--- config.mk ---
export PLATFORM = sky130hd
export DESIGN_NAME = json_stream_validator_flat
export DESIGN_NICKNAME = d
export VERILOG_FILES = /design/src/jsv_pkg.sv /design/src/jsv_if.sv /design/src/jsv_front.sv /design/src/jsv_fifo.sv /design/src/jsv_parser.sv /design/src/json_stream_validator.sv /design/src/flat_wrapper.sv
export SDC_FILE = /design/constraint.sdc
export NUM_CORES = 1
export LEC_CHECK = 0
export ABC_AREA = 1
export BUFFER_PORTS_ARGS = -buffer_cell sky130_fd_sc_hd__buf_2
export CAP_MARGIN = 20
export CORE_MARGIN = 10
export CORE_UTILIZATION = 45
export CTS_CLUSTER_SIZE = 28
export DETAILED_ROUTE_END_ITERATION = 10
export PLACE_DENSITY = 0.62
export SYNTH_ARGS = -nofsm -noshare
export SYNTH_HDL_FRONTEND = slang
export SYNTH_SLANG_ARGS = --single-unit
--- constraint.sdc ---
create_clock -name clk -period 10.27 [get_ports clk]
set_clock_uncertainty 0.2 [all_clocks]
set_input_delay 1.027 -clock clk [delete_from_list [all_inputs] [get_ports clk]]
set_output_delay 1.027 -clock clk [all_outputs]
set_load 0.05 [all_outputs]
--- src/jsv_pkg.sv ---
// ----------------------------------------------------------------------------
// jsv_pkg: shared types and constants of the JSON stream validator
// Item layout passed from the byte classifier to the parser, result codes.
// ----------------------------------------------------------------------------
package jsv_pkg;

  localparam int MAX_DEPTH = 32;
  localparam int OPEN_W = $clog2(MAX_DEPTH + 2);
  localparam int NEST_W = 6;

  localparam logic [1:0] ST_PENDING  = 2'd0;
  localparam logic [1:0] ST_ACCEPTED = 2'd1;
  localparam logic [1:0] ST_REJ_HERE = 2'd2;
  localparam logic [1:0] ST_REJ_OLD  = 2'd3;

  localparam logic KIND_BYTE = 1'b0;
  localparam logic KIND_END  = 1'b1;

  // classified item
  typedef struct packed {
    logic       kind;
    logic [7:0] data;
    logic       ws;
    logic       digit;
    logic       hex_ok;
    logic [3:0] hex_d;
  } jsv_item_t;

endpackage

--- src/jsv_if.sv ---
// ----------------------------------------------------------------------------
// jsv_if: stream channels of the JSON stream validator
// Input byte channel and result channel, valid/ready handshake.
// ----------------------------------------------------------------------------
interface jsv_in_if;
  logic       valid;
  logic       ready;
  logic       kind;
  logic [7:0] byte_req;
  modport source (output valid, kind, byte_req, input ready);
  modport sink (input valid, kind, byte_req, output ready);
endinterface

interface jsv_out_if;
  logic        valid;
  logic        ready;
  logic [1:0]  status;
  logic [5:0]  nesting;
  logic [2:0]  decoded_count;
  logic [31:0] decoded_bytes;
  logic        in_key;
  modport source (output valid, status, nesting, decoded_count, decoded_bytes, in_key,
                  input ready);
  modport sink (input valid, status, nesting, decoded_count, decoded_bytes, in_key,
                output ready);
endinterface

--- src/jsv_front.sv ---
// ----------------------------------------------------------------------------
// jsv_front: input stage
// Accepts items and registers them with their character class.
// ----------------------------------------------------------------------------
module jsv_front (
  input  logic               clk,
  input  logic               rst,
  jsv_in_if.sink             req,
  output logic               item_valid,
  output jsv_pkg::jsv_item_t item,
  input  logic               item_ready
);
  import jsv_pkg::*;

  logic       take;
  logic       hv;
  logic [3:0] hd;
  logic [7:0] b;

  assign req.ready = !item_valid || item_ready;
  assign take = req.valid && req.ready;
  assign b = req.byte_req;

  always_comb begin
    hv = 1'b1;
    hd = 4'd0;
    if (b >= 8'h30 && b <= 8'h39) begin
      hd = 4'(b - 8'h30);
    end else if (b >= 8'h61 && b <= 8'h66) begin
      hd = 4'(b - 8'h57);
    end else if (b >= 8'h41 && b <= 8'h46) begin
      hd = 4'(b - 8'h37);
    end else begin
      hv = 1'b0;
    end
  end

  always_ff @(posedge clk) begin
    if (rst) begin
      item_valid <= 1'b0;
    end else if (take) begin
      item_valid <= 1'b1;
    end else if (item_ready) begin
      item_valid <= 1'b0;
    end
  end

  always_ff @(posedge clk) begin
    if (take) begin
      item.kind   <= req.kind;
      item.data   <= b;
      item.ws     <= (b == 8'h20) || (b == 8'h09) || (b == 8'h0A) || (b == 8'h0D);
      item.digit  <= (b >= 8'h30) && (b <= 8'h39);
      item.hex_ok <= hv;
      item.hex_d  <= hd;
    end
  end
endmodule

--- src/jsv_fifo.sv ---
// ----------------------------------------------------------------------------
// jsv_fifo: two-entry item queue
// Decouples the input stage from the parser.
// ----------------------------------------------------------------------------
module jsv_fifo (
  input  logic               clk,
  input  logic               rst,
  input  logic               wr_valid,
  input  jsv_pkg::jsv_item_t wr_item,
  output logic               wr_ready,
  output logic               rd_valid,
  output jsv_pkg::jsv_item_t rd_item,
  input  logic               rd_ready
);
  import jsv_pkg::*;

  jsv_item_t  mem [2];
  logic       wr_ptr;
  logic       rd_ptr;
  logic [1:0] count;
  logic       push;
  logic       pop;

  assign wr_ready = (count != 2'd2);
  assign rd_valid = (count != 2'd0);
  assign rd_item  = mem[rd_ptr];
  assign push = wr_valid && wr_ready;
  assign pop  = rd_valid && rd_ready;

  always_ff @(posedge clk) begin
    if (rst) begin
      wr_ptr <= 1'b0;
      rd_ptr <= 1'b0;
      count  <= 2'd0;
    end else begin
      if (push) wr_ptr <= !wr_ptr;
      if (pop) rd_ptr <= !rd_ptr;
      count <= count + {1'b0, push} - {1'b0, pop};
    end
  end

  always_ff @(posedge clk) begin
    if (push) begin
      mem[wr_ptr] <= wr_item;
    end
  end
endmodule

--- src/jsv_parser.sv ---
// ----------------------------------------------------------------------------
// jsv_parser: JSON grammar engine
// One classified item per cycle while the result side does not stall: mode
// machine, container stack, string decode to UTF-8, result register.
// ----------------------------------------------------------------------------
module jsv_parser (
  input  logic               clk,
  input  logic               rst,
  input  logic               item_valid,
  input  jsv_pkg::jsv_item_t item,
  output logic               item_ready,
  jsv_out_if.source          rsp
);
  import jsv_pkg::*;

  typedef enum logic [22:0] {
    M_VALUE   = 23'h000001,
    M_AFTER   = 23'h000002,
    M_ARR_OPEN= 23'h000004,
    M_OBJ_OPEN= 23'h000008,
    M_OBJ_KEY = 23'h000010,
    M_OBJ_COL = 23'h000020,
    M_STR     = 23'h000040,
    M_ESC     = 23'h000080,
    M_HEX     = 23'h000100,
    M_LOW_BS  = 23'h000200,
    M_LOW_U   = 23'h000400,
    M_LOW_HEX = 23'h000800,
    M_LIT_T   = 23'h001000,
    M_LIT_F   = 23'h002000,
    M_LIT_N   = 23'h004000,
    M_N_MINUS = 23'h008000,
    M_N_ZERO  = 23'h010000,
    M_N_INT   = 23'h020000,
    M_N_DOT   = 23'h040000,
    M_N_FRAC  = 23'h080000,
    M_N_EXP   = 23'h100000,
    M_N_ESIGN = 23'h200000,
    M_N_EDIG  = 23'h400000
  } mode_t;

  typedef struct packed {
    logic [2:0]  cnt;
    logic [31:0] word;
  } utf8_t;

  function automatic utf8_t enc(input logic [20:0] c);
    utf8_t r;
    r = '0;
    if (c < 21'h80) begin
      r.cnt = 3'd1;
      r.word = {24'd0, c[7:0]};
    end else if (c < 21'h800) begin
      r.cnt = 3'd2;
      r.word = {16'd0, 2'b10, c[5:0], 3'b110, c[10:6]};
    end else if (c < 21'h10000) begin
      r.cnt = 3'd3;
      r.word = {8'd0, 2'b10, c[5:0], 2'b10, c[11:6], 4'b1110, c[15:12]};
    end else begin
      r.cnt = 3'd4;
      r.word = {2'b10, c[5:0], 2'b10, c[11:6], 2'b10, c[17:12], 5'b11110, c[20:18]};
    end
    return r;
  endfunction

  // expected letter of a literal; ok is low past its end
  function automatic logic [8:0] lit_char(input mode_t md, input logic [2:0] i);
    logic [8:0] r;
    r = '0;
    unique case (md)
      M_LIT_T: begin
        unique case (i)
          3'd1: r = {1'b1, 8'h72};
          3'd2: r = {1'b1, 8'h75};
          3'd3: r = {1'b1, 8'h65};
          default: r = '0;
        endcase
      end
      M_LIT_F: begin
        unique case (i)
          3'd1: r = {1'b1, 8'h61};
          3'd2: r = {1'b1, 8'h6C};
          3'd3: r = {1'b1, 8'h73};
          3'd4: r = {1'b1, 8'h65};
          default: r = '0;
        endcase
      end
      default: begin
        unique case (i)
          3'd1: r = {1'b1, 8'h75};
          3'd2: r = {1'b1, 8'h6C};
          3'd3: r = {1'b1, 8'h6C};
          default: r = '0;
        endcase
      end
    endcase
    return r;
  endfunction

  mode_t             mode, m;
  logic [MAX_DEPTH:0] stk, stk_next;
  logic [OPEN_W-1:0] open_cnt, open_next;
  logic [15:0]       hex_acc, hex_next;
  logic [9:0]        hi_sur, hi_next;
  logic [2:0]        hex_cnt, hcnt_next;
  logic [2:0]        lit_idx, lit_next;
  logic              failed, failed_next;
  logic              key_flag, key_next;

  logic        ok, handled, do_start, push, push_obj, pop;
  logic [1:0]  st;
  utf8_t       dec;
  logic [15:0] acc;
  logic [8:0]  lc;
  logic [7:0]  b;
  logic        is_e, top;
  logic        fire;

  assign item_ready = !rsp.valid || rsp.ready;
  assign fire = item_valid && item_ready;
  assign b = item.data;
  assign is_e = (b == 8'h65) || (b == 8'h45);
  assign top = stk[0];
  assign acc = {hex_acc[11:0], item.hex_d};
  assign lc = lit_char(mode, lit_idx);

  always_comb begin
    m = mode;
    stk_next = stk;
    open_next = open_cnt;
    hex_next = hex_acc;
    hi_next = hi_sur;
    hcnt_next = hex_cnt;
    lit_next = lit_idx;
    failed_next = failed;
    key_next = key_flag;
    ok = 1'b1;
    handled = 1'b0;
    do_start = 1'b0;
    push = 1'b0;
    push_obj = 1'b0;
    pop = 1'b0;
    dec = '0;
    st = ST_PENDING;
    if (item.kind == KIND_END) begin
      if (failed) begin
        st = ST_REJ_OLD;
      end else if (open_cnt == '0 && (mode == M_AFTER || mode == M_N_ZERO ||
                   mode == M_N_INT || mode == M_N_FRAC || mode == M_N_EDIG)) begin
        st = ST_ACCEPTED;
      end else begin
        st = ST_REJ_HERE;
      end
      m = M_VALUE;
      stk_next = '0;
      open_next = '0;
      hex_next = '0;
      hi_next = '0;
      hcnt_next = '0;
      lit_next = '0;
      failed_next = 1'b0;
      key_next = 1'b0;
    end else if (failed) begin
      st = ST_REJ_OLD;
    end else begin
      // number tokens; a byte that ends a complete number is reparsed
      unique case (mode)
        M_N_MINUS: begin
          handled = 1'b1;
          if (b == 8'h30) m = M_N_ZERO;
          else if (item.digit) m = M_N_INT;
          else ok = 1'b0;
        end
        M_N_ZERO, M_N_INT: begin
          handled = 1'b1;
          if (mode == M_N_INT && item.digit) m = M_N_INT;
          else if (b == 8'h2E) m = M_N_DOT;
          else if (is_e) m = M_N_EXP;
          else begin
            m = M_AFTER;
            handled = 1'b0;
          end
        end
        M_N_DOT: begin
          handled = 1'b1;
          if (item.digit) m = M_N_FRAC;
          else ok = 1'b0;
        end
        M_N_FRAC: begin
          handled = 1'b1;
          if (item.digit) m = M_N_FRAC;
          else if (is_e) m = M_N_EXP;
          else begin
            m = M_AFTER;
            handled = 1'b0;
          end
        end
        M_N_EXP: begin
          handled = 1'b1;
          if (b == 8'h2B || b == 8'h2D) m = M_N_ESIGN;
          else if (item.digit) m = M_N_EDIG;
          else ok = 1'b0;
        end
        M_N_ESIGN: begin
          handled = 1'b1;
          if (item.digit) m = M_N_EDIG;
          else ok = 1'b0;
        end
        M_N_EDIG: begin
          handled = !item.digit ? 1'b0 : 1'b1;
          if (!item.digit) m = M_AFTER;
        end
        default: ;
      endcase

      if (!handled) begin
        if (item.ws && (m == M_VALUE || m == M_AFTER || m == M_ARR_OPEN ||
                        m == M_OBJ_OPEN || m == M_OBJ_KEY || m == M_OBJ_COL)) begin
          ok = 1'b1;
        end else begin
          unique case (m)
            M_VALUE: do_start = 1'b1;
            M_ARR_OPEN: begin
              if (b == 8'h5D) pop = 1'b1;
              else do_start = 1'b1;
            end
            M_OBJ_OPEN, M_OBJ_KEY: begin
              if (m == M_OBJ_OPEN && b == 8'h7D) pop = 1'b1;
              else if (b == 8'h22) begin
                m = M_STR;
                key_next = 1'b1;
              end else ok = 1'b0;
            end
            M_OBJ_COL: begin
              if (b == 8'h3A) m = M_VALUE;
              else ok = 1'b0;
            end
            M_AFTER: begin
              if (open_cnt == '0) ok = 1'b0;
              else if (b == 8'h2C) m = top ? M_OBJ_KEY : M_VALUE;
              else if ((b == 8'h5D && !top) || (b == 8'h7D && top)) pop = 1'b1;
              else ok = 1'b0;
            end
            M_STR: begin
              if (b == 8'h22) begin
                m = key_flag ? M_OBJ_COL : M_AFTER;
                key_next = 1'b0;
              end else if (b < 8'h20) ok = 1'b0;
              else if (b == 8'h5C) m = M_ESC;
              else begin
                dec.cnt = 3'd1;
                dec.word = {24'd0, b};
              end
            end
            M_ESC: begin
              m = M_STR;
              dec.cnt = 3'd1;
              unique case (b)
                8'h22, 8'h5C, 8'h2F: dec.word = {24'd0, b};
                8'h62: dec.word = 32'h08;
                8'h66: dec.word = 32'h0C;
                8'h6E: dec.word = 32'h0A;
                8'h72: dec.word = 32'h0D;
                8'h74: dec.word = 32'h09;
                8'h75: begin
                  m = M_HEX;
                  dec = '0;
                  hex_next = '0;
                  hcnt_next = '0;
                end
                default: begin
                  ok = 1'b0;
                  dec = '0;
                end
              endcase
            end
            M_HEX, M_LOW_HEX: begin
              if (!item.hex_ok) ok = 1'b0;
              else begin
                hex_next = acc;
                if (hex_cnt != 3'd3) hcnt_next = hex_cnt + 3'd1;
                else begin
                  hcnt_next = '0;
                  if (m == M_HEX) begin
                    if (acc[15:10] == 6'b110110) begin
                      hi_next = acc[9:0];
                      m = M_LOW_BS;
                    end else if (acc[15:10] == 6'b110111) ok = 1'b0;
                    else begin
                      dec = enc({5'd0, acc});
                      m = M_STR;
                    end
                  end else begin
                    if (acc[15:10] != 6'b110111) ok = 1'b0;
                    else begin
                      dec = enc({1'b0, hi_sur, acc[9:0]} + 21'h10000);
                      m = M_STR;
                    end
                  end
                end
              end
            end
            M_LOW_BS: begin
              if (b == 8'h5C) m = M_LOW_U;
              else ok = 1'b0;
            end
            M_LOW_U: begin
              if (b == 8'h75) begin
                m = M_LOW_HEX;
                hex_next = '0;
                hcnt_next = '0;
              end else ok = 1'b0;
            end
            M_LIT_T, M_LIT_F, M_LIT_N: begin
              if (!lc[8] || b != lc[7:0]) ok = 1'b0;
              else if ((m == M_LIT_F && lit_idx == 3'd4) ||
                       (m != M_LIT_F && lit_idx == 3'd3)) begin
                m = M_AFTER;
                lit_next = '0;
              end else lit_next = lit_idx + 3'd1;
            end
            default: ok = 1'b0;
          endcase
        end

        if (do_start) begin
          if (open_cnt > OPEN_W'(MAX_DEPTH)) ok = 1'b0;
          else begin
            unique case (b)
              8'h7B: begin
                push = 1'b1;
                push_obj = 1'b1;
              end
              8'h5B: push = 1'b1;
              8'h22: begin
                m = M_STR;
                key_next = 1'b0;
              end
              8'h74: begin
                m = M_LIT_T;
                lit_next = 3'd1;
              end
              8'h66: begin
                m = M_LIT_F;
                lit_next = 3'd1;
              end
              8'h6E: begin
                m = M_LIT_N;
                lit_next = 3'd1;
              end
              8'h2D: m = M_N_MINUS;
              8'h30: m = M_N_ZERO;
              default: begin
                if (item.digit) m = M_N_INT;
                else ok = 1'b0;
              end
            endcase
          end
        end
        if (push) begin
          stk_next = {stk[MAX_DEPTH-1:0], push_obj};
          open_next = open_cnt + OPEN_W'(1);
          m = push_obj ? M_OBJ_OPEN : M_ARR_OPEN;
        end
        if (pop) begin
          stk_next = {1'b0, stk[MAX_DEPTH:1]};
          open_next = open_cnt - OPEN_W'(1);
          m = M_AFTER;
        end
      end

      if (!ok) begin
        m = mode;
        stk_next = stk;
        open_next = open_cnt;
        hex_next = hex_acc;
        hi_next = hi_sur;
        hcnt_next = hex_cnt;
        lit_next = lit_idx;
        key_next = key_flag;
        failed_next = 1'b1;
        dec = '0;
        st = ST_REJ_HERE;
      end
    end
  end

  always_ff @(posedge clk) begin
    if (rst) begin
      mode <= M_VALUE;
      stk <= '0;
      open_cnt <= '0;
      hex_acc <= '0;
      hi_sur <= '0;
      hex_cnt <= '0;
      lit_idx <= '0;
      failed <= 1'b0;
      key_flag <= 1'b0;
      rsp.valid <= 1'b0;
    end else begin
      if (fire) begin
        mode <= m;
        stk <= stk_next;
        open_cnt <= open_next;
        hex_acc <= hex_next;
        hi_sur <= hi_next;
        hex_cnt <= hcnt_next;
        lit_idx <= lit_next;
        failed <= failed_next;
        key_flag <= key_next;
        rsp.valid <= 1'b1;
      end else if (rsp.ready) begin
        rsp.valid <= 1'b0;
      end
    end
  end

  always_ff @(posedge clk) begin
    if (fire) begin
      rsp.status <= st;
      rsp.nesting <= NEST_W'(open_next);
      rsp.decoded_count <= dec.cnt;
      rsp.decoded_bytes <= dec.word;
      rsp.in_key <= (dec.cnt != 3'd0) && key_next;
    end
  end
endmodule

--- src/json_stream_validator.sv ---
// ----------------------------------------------------------------------------
// json_stream_validator: strict JSON document checker, one byte per item
// From input accept to result valid an item passes the input register, a queue
// entry, then the parser result register. Throughput: one item per cycle while
// the result side does not stall, with the two-entry queue before the parser.
// Reset (rst, synchronous): queue emptied, parser back to "expect root value".
// ----------------------------------------------------------------------------
module json_stream_validator (
  input  logic       clk,
  input  logic       rst,
  jsv_in_if.sink     req,
  jsv_out_if.source  rsp
);
  import jsv_pkg::*;

  // front: register and classify each incoming item
  logic      f_valid;
  jsv_item_t f_item;
  logic      f_ready;

  // queue output towards the parser
  logic      q_valid;
  jsv_item_t q_item;
  logic      q_ready;

  jsv_front u_front (
    .clk        (clk),
    .rst        (rst),
    .req        (req),
    .item_valid (f_valid),
    .item       (f_item),
    .item_ready (f_ready)
  );

  // short queue lets the front keep taking items while the result side stalls
  jsv_fifo u_fifo (
    .clk      (clk),
    .rst      (rst),
    .wr_valid (f_valid),
    .wr_item  (f_item),
    .wr_ready (f_ready),
    .rd_valid (q_valid),
    .rd_item  (q_item),
    .rd_ready (q_ready)
  );

  // back: grammar state, container stack, string decode, result register
  jsv_parser u_parser (
    .clk        (clk),
    .rst        (rst),
    .item_valid (q_valid),
    .item       (q_item),
    .item_ready (q_ready),
    .rsp        (rsp)
  );
endmodule
--- src/flat_wrapper.sv ---
// flat-port wrapper written by rule: the top's interface ports become plain ports
module json_stream_validator_flat import jsv_pkg::*;
  (clk, rst, req_valid, req_kind, req_byte_req, req_ready, rsp_valid, rsp_status, rsp_nesting, rsp_decoded_count, rsp_decoded_bytes, rsp_in_key, rsp_ready);
  jsv_in_if req_i ();
  jsv_out_if rsp_i ();
  input  logic clk;
  input  logic rst;
  input wire logic [$bits(req_i.valid)-1:0] req_valid;
  input wire logic [$bits(req_i.kind)-1:0] req_kind;
  input wire logic [$bits(req_i.byte_req)-1:0] req_byte_req;
  output wire logic [$bits(req_i.ready)-1:0] req_ready;
  output wire logic [$bits(rsp_i.valid)-1:0] rsp_valid;
  output wire logic [$bits(rsp_i.status)-1:0] rsp_status;
  output wire logic [$bits(rsp_i.nesting)-1:0] rsp_nesting;
  output wire logic [$bits(rsp_i.decoded_count)-1:0] rsp_decoded_count;
  output wire logic [$bits(rsp_i.decoded_bytes)-1:0] rsp_decoded_bytes;
  output wire logic [$bits(rsp_i.in_key)-1:0] rsp_in_key;
  input wire logic [$bits(rsp_i.ready)-1:0] rsp_ready;
  assign req_i.valid = req_valid;
  assign req_i.kind = req_kind;
  assign req_i.byte_req = req_byte_req;
  assign req_ready = req_i.ready;
  assign rsp_valid = rsp_i.valid;
  assign rsp_status = rsp_i.status;
  assign rsp_nesting = rsp_i.nesting;
  assign rsp_decoded_count = rsp_i.decoded_count;
  assign rsp_decoded_bytes = rsp_i.decoded_bytes;
  assign rsp_in_key = rsp_i.in_key;
  assign rsp_i.ready = rsp_ready;
  json_stream_validator u_core (.clk(clk), .rst(rst), .req(req_i), .rsp(rsp_i));
endmodule
* Yosys cells after proc, flatten, opt, wreduce, memory -nomap -nowiden
Memory sizes are Yosys's and may differ from the RTL's. A register that Yosys moved wholly into a read port is not among the register bits.
Cells that the tools add are included.
** Storage, ports and cells
- Register bits after elaboration :: 158
- Bits in latches :: 0
- RAM bits :: 32
- ROM bits :: 0
- Input port bits :: 13
- Word-level logic and storage cells :: 413
- Memories :: 1
** Cells by class
- Add/sub/neg operators :: 10
- $mul :: 0
- Div/mod/pow operators :: 0
- $lt $le $gt $ge :: 13
- Equal/unequal tests :: 68
- Shift operators :: 0
- Muxes and demuxes :: 221
- Bitwise logic cells :: 1
- Reduce and logical (&&, ||, !) cells :: 74
** Memories
- u_core.u_fifo.mem :: depth 2, bits a word 16, rd ports 1, clocked after Yosys merged registers in 1, wr ports 1, line jsv_fifo.sv:17 : jsv_item_t mem [2];
** Operators by type and width (count)
- 23-bit 2-to-1 mux :: 37
- 35-bit 2-to-1 mux :: 12
- 33-bit 2-to-1 mux :: 10
- 23-bit case mux with 7 select lines :: 2
- 23-bit case mux with 9 select lines :: 1
- 35-bit case mux with 3 select lines :: 1
- 8-bit by 7-bit == test with 1-bit output, second input constant :: 13
- 34-bit 2-to-1 mux :: 3
- 10-bit 2-to-1 mux :: 10
- 1-bit 2-to-1 mux :: 85
- 12-bit 2-to-1 mux :: 7
- 8-bit by 6-bit == test with 1-bit output, second input constant :: 9
- 21-bit 2-to-1 mux :: 3
- 3-bit 2-to-1 mux :: 19
- 8-bit case mux with 6 select lines :: 1
- 23-bit by 13-bit == test with 1-bit output, second input constant :: 2
- 23-bit by 14-bit == test with 1-bit output, second input constant :: 2
- 23-bit by 2-bit == test with 1-bit output, second input constant :: 2
- 6-bit 2-to-1 mux :: 7
- 9-bit case mux with 2 select lines :: 2
- 9-bit case mux with 4 select lines :: 1
- 9-bit case mux with 3 select lines :: 1
- 8-bit by 4-bit == test with 1-bit output, second input constant :: 3
- 12-bit case mux with 2 select lines :: 1
- 77 further kinds :: 153

* Depth between registers and ports, before layout
Gate-level depths: netlist of the first run.
- Depth after elaboration :: 30
- Mapped depth :: 34

* Cells and area by module
A second synthesis of the first run with hierarchy kept.
** Unflattened totals
- Cells, all modules :: 1768
- Area total of the unflattened synthesis :: 12263.0 um^2
** By module, submodules not included
- jsv_parser :: times used 1, cells an instance 1610, area each 9988.3 um^2, sequential area each 3093.0 um^2
- jsv_fifo :: times used 1, cells an instance 86, area each 1460.2 um^2, sequential area each 1061.0 um^2
- jsv_front :: times used 1, cells an instance 72, area each 814.5 um^2, sequential area each 500.5 um^2

* Worst setup path before layout of the first run
Ideal clock, no wire load.
- Kind :: input to register
- Start :: in rsp_ready
- End :: reg u_core.u_fifo.count[1]
- Setup time :: 0.070 ns
- Data arrival time :: 3.896 ns
- Required time :: 10.000 ns
- Path slack :: 6.105 ns
- Cell stages on the path :: 10
- Path through :: nor2_1 > a21oi_1 > clkbuf_1 > clkbuf_1 > ha_1 > inv_1 > ha_1 > xor2_1 > o21ai_0 > a21oi_1
** On the way
- Cells in the longest elaborated chain, start to end :: 3
** RTL lines
- start, declared :: line flat_wrapper.sv:18 : input wire logic [$bits(rsp_i.ready)-1:0] rsp_ready;
- 1-bit logical OR :: line jsv_parser.sv:119 : assign item_ready = !rsp.valid || rsp.ready;
- 1-bit logical AND :: line jsv_fifo.sv:28 : assign pop = rd_valid && rd_ready;
- via u_core.u_fifo.pop :: line jsv_fifo.sv:22 : logic pop;
- 2-bit by 1-bit subtractor with 2-bit output :: line jsv_fifo.sv:38 : count <= count + {1'b0, push} - {1'b0, pop};
- end signal, assigned :: line jsv_fifo.sv:38
- end, declared :: line jsv_fifo.sv:20 : logic [1:0] count;
The timed path passes the listed nets, and every way through them passes these cells.
A chain may end at the register's enable or synchronous reset.

==> impl_metrics.json, run 1 <==
{
  "cts_resized": 0,
  "r2r_cells": 26,
  "p_seq_share_pct": 28.2,
  "synth_area_per_cell_um2": 6.73,
  "cts_hold_buffers": 0,
  "synth_edf_count": 89,
  "powerDensity_nw_per_um2": 320,
  "worstSetupStartpointType": "register",
  "reg2reg_to": "u_core.u_parser.hex_acc[10]",
  "p_clk_share_pct": 15.2,
  "cp_max_fo": 31,
  "initial_core_util_pct": 45.3,
  "vias": 12500,
  "worst-slew-pin-transition_ns": 1.15,
  "cts.sinks": 188,
  "globalRouteTotalUtil_pct": 22.3,
  "fin_nets": 1915,
  "leakagePower_nw": 6.25,
  "grt_max_degree": 81,
  "syn_inst": 1860,
  "die_h_um": 187,
  "insertion_delay_ns": 0.45,
  "grt_pass1_wl_um": 63900,
  "critPathArrivalTime_ns": 5.74,
  "final_common_cell": "nand2_1",
  "core.rowCount": 61,
  "critPathMostFrequentCell": "nand2_1",
  "ys_seq_area_share_pct": 37.2,
  "cts-root-buf": "clkbuf_16",
  "slowest_delay_ns": 0.73,
  "io_pins": 59,
  "drt_wl_total_um": 39800,
  "synth_top_cell_by_area": "edfxtp_1",
  "drtIter0Drc": 1286,
  "cp.required_ns": 10.37,
  "drtPass1Iterations": 6,
  "n_antenna_cell": 0,
  "path_class": "register to register",
  "syn2layout_area_growth_pct": 8.80,
  "postCtsSetupRepairBufs": 0,
  "setup_tns_ns": 0,
  "gp_congestion": 0.998,
  "layout_common_cells": "nand2_1, nor2_1, inv_1, o21ai_0, nand3_1",
  "yosys_register_bits": 188,
  "min_path_type": "register to register",
  "final_period_minus_worst_setup_slack_ns": 5.64,
  "cts_buffer_depth": 2,
  "r2r_setup_slack_ns": 4.63,
  "synth.cell_area_um2": 12500,
  "synth.distinct_cells": 56,
  "period_share_pct": 54.9,
  "cts_made_buffers": 17,
  "max-slew-margin-rel_pct": 23.0,
  "max-vdd-ir-drop_mv": 0.152,
  "drv_cap": 0,
  "detail_route.wl_per_cell_um": 17.5,
  "p_sw_share_pct": 54.6,
  "p_switching_mw": 2.38,
  "final_max_slew_viol_count": 0,
  "synthFlopType": "dfxtp_1",
  "dieArea_um2": 34900,
  "core_area_um2": 27600,
  "endpoint_kind": "register",
  "drc_errors": 0,
  "rsz0062_at_grt": "false",
  "pwr-share-comb_pct": 56.5,
  "antenna_found_initial": 0,
  "grt-ovfl-total": 0,
  "finalSetupViolCount": 0,
  "cts_tree": "done",
  "outcome": "complete, no violations",
  "async_flop_share_pct": 0,
  "hold_violations": 0,
  "critPathSlowestCell": "dfxtp_1",
  "yosysTopAreaCellShare_pct": 21.3,
  "whs_ns": 0.246,
  "drive_gt1_share_pct": 8.90,
  "hpwlAfterDp_um": 29500,
  "placed_cell_area_um2": 13100,
  "fin_area_um2": 13600,
  "crit_path_end": "u_core.u_parser.hex_acc[10]",
  "fillers": 2835,
  "synth_area_leaders": "edfxtp_1, dfxtp_1, nand2_1",
  "fmax_mhz": 177,
  "internal_power_mw": 1.98,
  "port_buffers": 55,
  "die_w_um": 187,
  "detail-route-antenna-nets": 0,
  "clk_pin_slew_ns": 0.08,
  "cts_htree_levels": 4,
  "grt_pass1_vias": 11600,
  "viasPerCell": 5.51,
  "synth_warnings": 0
}
[registers in the layout, indices dropped and copies added, names as in the netlist, 2 cells and up, named ones only]
name / cells
u_core.u_parser.open_cnt: 6
u_core.u_parser.rsp.status: 2
u_core.u_parser.rsp.decoded_bytes: 29
u_core.u_parser.rsp.decoded_count: 3
u_core.u_parser.hex_acc: 12
u_core.u_parser.lit_idx: 3
u_core.u_parser.hi_sur: 10
u_core.u_parser.rsp.nesting: 6
u_core.u_fifo.mem: 32
u_core.u_parser.mode: 23
u_core.u_parser.hex_cnt: 3
u_core.u_fifo.count: 2
u_core.u_front.item: 16
u_core.u_parser.stk: 33
[worst min-delay path by stage]
stage	from	cells past startpoint	end
floorplan	u_core.u_front.item[0]	0	u_core.u_fifo.mem[0][0]
global placement	u_core.u_front.item[7]	0	u_core.u_fifo.mem[1][7]
detailed placement	u_core.u_front.item[10]	0	u_core.u_fifo.mem[1][10]
CTS	u_core.u_front.item[10]	0	u_core.u_fifo.mem[0][10]
global route	u_core.u_front.item[4]	0	u_core.u_fifo.mem[0][4]
finish	u_core.u_front.item[10]	0	u_core.u_fifo.mem[0][10]
[critical path, delay by kind of cell, from the launching register on]
family                 cells  cell delay (ns)
DFF                        1             0.73
AOI/OAI and AO/OA          2             0.58
buffers and inverters      2             0.50
and+or+nand+nor           22             3.46
[cell families after synthesis]
kind of cell               share of synthesized area [%]
AOI/OAI and AO/OA                                   16.2
and+or+nand+nor                                     33.4
other                                             0.0299
adders and majority gates                           1.70
xor gates and xnor gates                           0.979
muxes                                             0.0799
DFF                                                 37.2
buffers and inverters                               10.5
[power by group through the flow]
stage	Sequential (mW)	Combinational [mW]	Clock, mW
after floorplan	1.44	1.63	0
after global placement	1.24	2.42	0
after detailed placement	1.24	2.42	0
after CTS	1.23	2.43	0.676
after global routing	1.26	2.72	0.705
final	1.23	2.46	0.662
[cell type report]
| cell class | instances | area (um2) | share of cell area [%] |
|---|---|---|---|
| tap | 378 | 473 | 3.47 |
| sequential | 188 | 4650 | 34.2 |
| clock inverter | 13 | 123 | 0.900 |
| multi-input combinational | 1351 | 6580 | 48.3 |
| timing repair buffer | 67 | 365 | 2.68 |
| inverter | 260 | 981 | 7.20 |
| clock buffer | 19 | 453 | 3.32 |
[synthesized netlist by cell type (3+ instances only)]
master,n
a21oi_1,104
dfxtp_1,99
buf_4,10
nand2_4,4
a22oi_1,12
nor3_1,28
edfxtp_1,89
inv_1,242
nor2_1,254
clkbuf_1,36
xor2_1,12
nand4_1,28
or2_2,6
o211ai_1,37
nand3_2,6
nand2_1,454
inv_2,13
clkinv_1,3
buf_2,9
nand3_1,130
o21ai_0,139
a221oi_1,3
nand2_2,11
nor2_2,9
a211oi_1,12
o221ai_1,7
nor2_4,11
o21ai_1,6
a31oi_1,6
buf_6,6
o22ai_1,12
nor4_1,13
ha_1,17
[per-layer routing]
layer  up-vias  global-route usage [%]  wire length, um
li1       6204                       -                -
met1      5685                    29.5            17700
met2       565                    35.9            18000
met3        90                    3.49             2770
met4         0                    8.44             1360
met5         -                       0                0
[per-stage QoR]
step,setup WS [ns],instances,utilization [%],power [mW]
floorplan,6.10,1862,-,3.07
global placement,4.79,2244,47.2,3.66
detailed placement,4.80,2244,47.2,3.66
CTS,4.77,2276,49.3,4.33
global route,4.13,2276,49.3,4.69
finish,4.63,2276,49.3,4.36
No activity file was read; power rests on OpenSTA's default activity.
==> run 2: changes to the inputs <==
==> constraint.sdc (replaced) <==
create_clock -name clk -period 5.42 [get_ports clk]
set_clock_uncertainty 0.2 [all_clocks]
set_input_delay 0.542 -clock clk [delete_from_list [all_inputs] [get_ports clk]]
set_output_delay 0.542 -clock clk [all_outputs]
set_load 0.05 [all_outputs]
==> impl_metrics.json, run 2 (synthesis gave the netlist of run 1 again) <==
{
  "outcome": "complete, no violations",
  "cts_resized": 0,
  "cts_buffer_depth": 2,
  "syn2layout_area_growth_pct": 10.6,
  "detail_route.wl_per_cell_um": 17.0,
  "cts.sinks": 188,
  "dieArea_um2": 34900,
  "reg_top3": "u_core.u_parser.stk x33, u_core.u_fifo.mem x32, u_core.u_parser.rsp.decoded_bytes x29",
  "initial_core_util_pct": 45.3,
  "cts_tree": "done",
  "hold_violations": 0,
  "rsz0062_at_grt": "false",
  "multi_input_area_um2": 6580,
  "cts-root-buf": "clkbuf_16",
  "dpl.cell_count": 2267,
  "postCtsSetupRepairBufs": 0,
  "p_switching_mw": 4.58,
  "drive_gt1_share_pct": 9.99,
  "period_share_pct": 90.9,
  "critPathSlowestCell": "dfxtp_1",
  "largest_register": "u_core.u_parser.stk",
  "io_pins": 59,
  "gp_congestion": 1.03,
  "antenna_found_initial": 0,
  "fin_area_um2": 13800,
  "fillers": 2923,
  "detail-route-antenna-nets": 0,
  "final_max_slew_viol_count": 0,
  "cp.required_ns": 5.56,
  "p_sw_share_pct": 54.4,
  "whs_ns": 0.0749,
  "endpoint_kind": "register",
  "fin_nets": 1938,
  "max-vdd-ir-drop_mv": 0.298,
  "drt_wl_total_um": 39000,
  "cts_htree_levels": 4,
  "critical_path.top_delay_family": "simple AND/OR/NAND/NOR gates",
  "insertion_delay_ns": 0.45,
  "critPathArrivalTime_ns": 5.06,
  "slowest_delay_ns": 0.59,
  "final_common_cell": "nand2_1",
  "internal_power_mw": 3.83,
  "worst_slack_ns": 0.495,
  "grt_pass1_vias": 11900,
  "setup_tns_ns": 0,
  "globalRouteTotalUtil_pct": 22.0,
  "cp_max_fo": 23,
  "final_period_minus_worst_setup_slack_ns": 4.92,
  "largest_register_ffs": 33,
  "critPathBufInv": 3,
  "n_antenna_cell": 0,
  "grt_pass1_wl_um": 63400,
  "die_w_um": 187,
  "fmax_mhz": 203,
  "critPathMostFrequentCell": "nand2_1",
  "finalSetupViolCount": 0,
  "port_buffers": 55,
  "layout_common_cells": "nand2_1, nor2_1, inv_1, o21ai_0, nand3_1",
  "grt_max_degree": 50,
  "clk_pin_slew_ns": 0.08,
  "core.rowCount": 61,
  "vias": 12600,
  "cts_made_buffers": 17,
  "drc_errors": 0,
  "p_seq_share_pct": 27.6,
  "hpwlAfterDp_um": 29600,
  "worst-slew-pin-transition_ns": 1.00,
  "placed_cell_area_um2": 13200,
  "powerDensity_nw_per_um2": 607,
  "seq_area_um2": 4650,
  "instances_no_fill": 2299,
  "die_h_um": 187,
  "dp_worst_setup_slack_ns": 0.615,
  "core_area_um2": 27600,
  "drtPass1Iterations": 10,
  "max-slew-margin-rel_pct": 32.9,
  "viasPerCell": 5.48,
  "worstSetupStartpointType": "register",
  "path_class": "register to register",
  "drv_cap": 0,
  "leakagePower_nw": 6.38,
  "pwr-share-comb_pct": 56.9,
  "grt-ovfl-total": 0,
  "drtIter0Drc": 1475,
  "cts_hold_buffers": 0,
  "min_path_type": "input port to register",
  "p_clk_share_pct": 15.5
}
==> run 2: changes by cell type in the layout (fill, tap and decap cells not counted), moves of 2 or more <==
cell / delta
buf_4: +22
clkbuf_8: -2
clkinv_4: -2
clkinv_8: +4
inv_12: +2
inv_4: -2
==> run 2: power groups by stage <==
stage | sequential, mW | clock [mW] | combinational, mW
after global routing | 2.38 | 1.39 | 5.29
after global placement | 2.34 | 0 | 4.69
final | 2.32 | 1.30 | 4.79
after CTS | 2.31 | 1.34 | 4.73
after floorplan | 2.72 | 0 | 3.09
after detailed placement | 2.34 | 0 | 4.71
==> run 2: final timing paths <==
kind,startpoint,endpoint,slack [ns],cells after the start
setup / recovery,register,u_core.u_parser.stk[28],0.50,28
hold / removal,req_kind,u_core.u_front.item[15],0.07,1
setup reg to reg,register,u_core.u_parser.stk[28],0.50,28
hold reg to reg,u_core.u_front.item[8],u_core.u_fifo.mem[0][8],0.25,0
==> run 2: worst reg2reg max path, delay by kind of cell, from the launching register on <==
kind	cells	cell delay [ns]
and+or+nand+nor	24	3.26
DFF	1	0.59
buffers and inverters	3	0.58
AOI/OAI and AO/OA	1	0.17
==> run 2: layout make-up <==
class	count	area share, %
flip-flops and latches	188	33.6
well taps	378	3.42
repair buffers	90	3.98
multi-input cells	1351	47.5
clock inverters	15	1.36
clock buffers	17	3.07
inverters	260	7.08
==> run 2: stage by stage <==
step                      power [mW]  utilization, %
after floorplan                 5.82               -
after detailed placement        7.05            47.9
after global routing            9.07            50.1
after global placement          7.03            47.9
after CTS                       8.38            50.1
final                           8.41            50.1
==> run 2: routing by layer <==
layer	up-vias	wire length (um)	global-route usage [%]	part of all wire (%)
met2	504	18000	36.4	46
met4	0	1080	7.48	2.8
met1	5784	17200	28.6	44
met3	80	2710	3.34	7.0
li1	6239	-	-	-
met5	-	0	0	0
==> run 3: changes to the inputs <==
--- a/config.mk
+++ b/config.mk
@@ -12,6 +12,7 @@
 export CORE_UTILIZATION = 45
 export CTS_CLUSTER_SIZE = 28
 export DETAILED_ROUTE_END_ITERATION = 10
+export MAX_ROUTING_LAYER = met4
 export PLACE_DENSITY = 0.62
 export SYNTH_ARGS = -nofsm -noshare
 export SYNTH_HDL_FRONTEND = slang
==> impl_metrics.json, run 3 (synthesis gave the netlist of run 1 again) <==
{
  "core_area_um2": 27600,
  "drc_errors": 0,
  "cts_buffer_depth": 2,
  "min_to": "u_core.u_front.item[15]",
  "power_mw": 8.45,
  "critPathArrivalTime_ns": 5.03,
  "max-vdd-ir-drop_mv": 0.225,
  "setup_tns_ns": 0,
  "die_h_um": 187,
  "hold_violations": 0,
  "layout_common_cells": "nand2_1, nor2_1, inv_1, o21ai_0, nand3_1",
  "min_path_type": "input port to register",
  "antenna_found_initial": 0,
  "postCtsSetupRepairBufs": 0,
  "final_max_slew_viol_count": 0,
  "fin_area_um2": 13900,
  "path_class": "register to register",
  "cts_resized": 0,
  "cp.required_ns": 5.56,
  "cts_hold_buffers": 0,
  "instances_no_fill": 2302,
  "drt_wl_total_um": 39600,
  "grt_pass1_wl_um": 63200,
  "seq_area_um2": 4650,
  "dieArea_um2": 34900,
  "reg2reg_to": "u_core.u_parser.stk[3]",
  "final_period_minus_worst_setup_slack_ns": 4.89,
  "grt_pass1_vias": 11900,
  "critPathSlowestCell": "dfxtp_1",
  "grt_max_degree": 54,
  "clk_pin_slew_ns": 0.08,
  "period_share_pct": 90.2,
  "fmax_mhz": 205,
  "slowest_delay_ns": 0.53,
  "drv_cap": 0,
  "outcome": "complete, no violations",
  "n_antenna_cell": 0,
  "r2r_setup_slack_ns": 0.53,
  "detail_route.wl_per_cell_um": 17.2,
  "cp_max_fo": 33,
  "port_buffers": 55,
  "io_pins": 59,
  "vias": 12700,
  "largest_register_ffs": 33,
  "critPathMostFrequentCell": "nand2_1",
  "cts_tree": "done",
  "min_from": "req_kind",
  "fillers": 2844,
  "core.rowCount": 61,
  "viasPerCell": 5.51,
  "max-slew-margin-rel_pct": 31.7,
  "die_w_um": 187,
  "leakagePower_nw": 6.39,
  "cts_made_buffers": 17,
  "cts.sinks": 188,
  "worst_hold_path.num_cells": 1,
  "drive_gt1_share_pct": 10.1,
  "final_common_cell": "nand2_1",
  "reg_top3": "u_core.u_parser.stk x33, u_core.u_fifo.mem x32, u_core.u_parser.rsp.decoded_bytes x29",
  "globalRouteTotalUtil_pct": 22.6,
  "placed_cell_area_um2": 13300,
  "rsz0062_at_grt": "false",
  "multi_input_area_um2": 6580,
  "hpwlAfterDp_um": 29800,
  "fin_nets": 1941,
  "insertion_delay_ns": 0.45,
  "initial_core_util_pct": 45.3,
  "grt-ovfl-total": 0,
  "cts_htree_levels": 4,
  "powerDensity_nw_per_um2": 609,
  "detail-route-antenna-nets": 0,
  "dpl.cell_count": 2270,
  "largest_register": "u_core.u_parser.stk",
  "post-route-util_pct": 50.2,
  "syn2layout_area_growth_pct": 10.8,
  "endpoint_kind": "register",
  "finalSetupViolCount": 0,
  "drtPass1Iterations": 6,
  "gp_congestion": 1.05,
  "cts-root-buf": "clkbuf_16",
  "worstSetupStartpointType": "register",
  "drtIter0Drc": 1382,
  "worst-slew-pin-transition_ns": 1.02,
  "r2r_cells": 28
}
run 3: cell count changes in the layout (fill, tap and decap cells not counted):
cell / change
buf_4: +3
clkinv_4: +2
inv_6: -2
clkinv_8: +1
inv_8: -1
run 3: power by group:
group,leakage (nW),internal (mW),switching (mW)
clock,0.298,0.633,0.682
combinational,4.43,1.27,3.57
sequential,1.67,1.98,0.327
total,6.39,3.87,4.58
run 3: how the worst max path moves through the flow:
| stage | startpoint | to | depth (start not counted) | slack [ns] |
|---|---|---|---|---|
| final | register | u_core.u_parser.stk[3] | 28 | 0.53 |
| after global routing | register | u_core.u_parser.stk[31] | 28 | 0.11 |
| after CTS | register | u_core.u_parser.stk[31] | 28 | 0.63 |
| after detailed placement | register | u_core.u_parser.stk[20] | 29 | 0.66 |
| after global placement | register | u_core.u_parser.stk[22] | 28 | 0.57 |
| after floorplan | u_core.u_parser.rsp.valid | u_core.u_fifo.count[1] | 11 | 1.71 |
run 3: cell type report:
type / instances / share of cell area (%)
Timing Repair Buffer: 93 / 4.13
Tap cell: 378 / 3.41
Multi-Input combinational cell: 1351 / 47.4
Clock inverter: 15 / 1.39
Inverter: 260 / 7.07
Sequential cell: 188 / 33.5
Clock buffer: 17 / 3.07
run 3: critical path: cells and delay by family, from the launching register on:
family                 cells  cell delay, ns
flip-flops                 1            0.53
AND/OR/NAND/NOR           23            3.08
AO/OA/AOI/OAI              1            0.16
buffers and inverters      4            0.75
run 3: metrics by stage:
stage / worst slack, ns / hold slack, ns
3_5_place_dp: 0.661 / 0.231
6_report: 0.530 / 0.0745
2_1_floorplan: 1.71 / 0.221
3_3_place_gp: 0.570 / 0.223
4_1_cts: 0.626 / 0.0688
5_1_grt: 0.112 / 0.0750
run 3: routing by layer:
layer	GRT usage [%]	part of all wire (%)	vias to the layer above
met5	-	0	-
li1	-	-	6236
met1	28.7	44	5848
met4	8.22	3.1	0
met2	36.0	46	512
met3	3.28	6.9	95
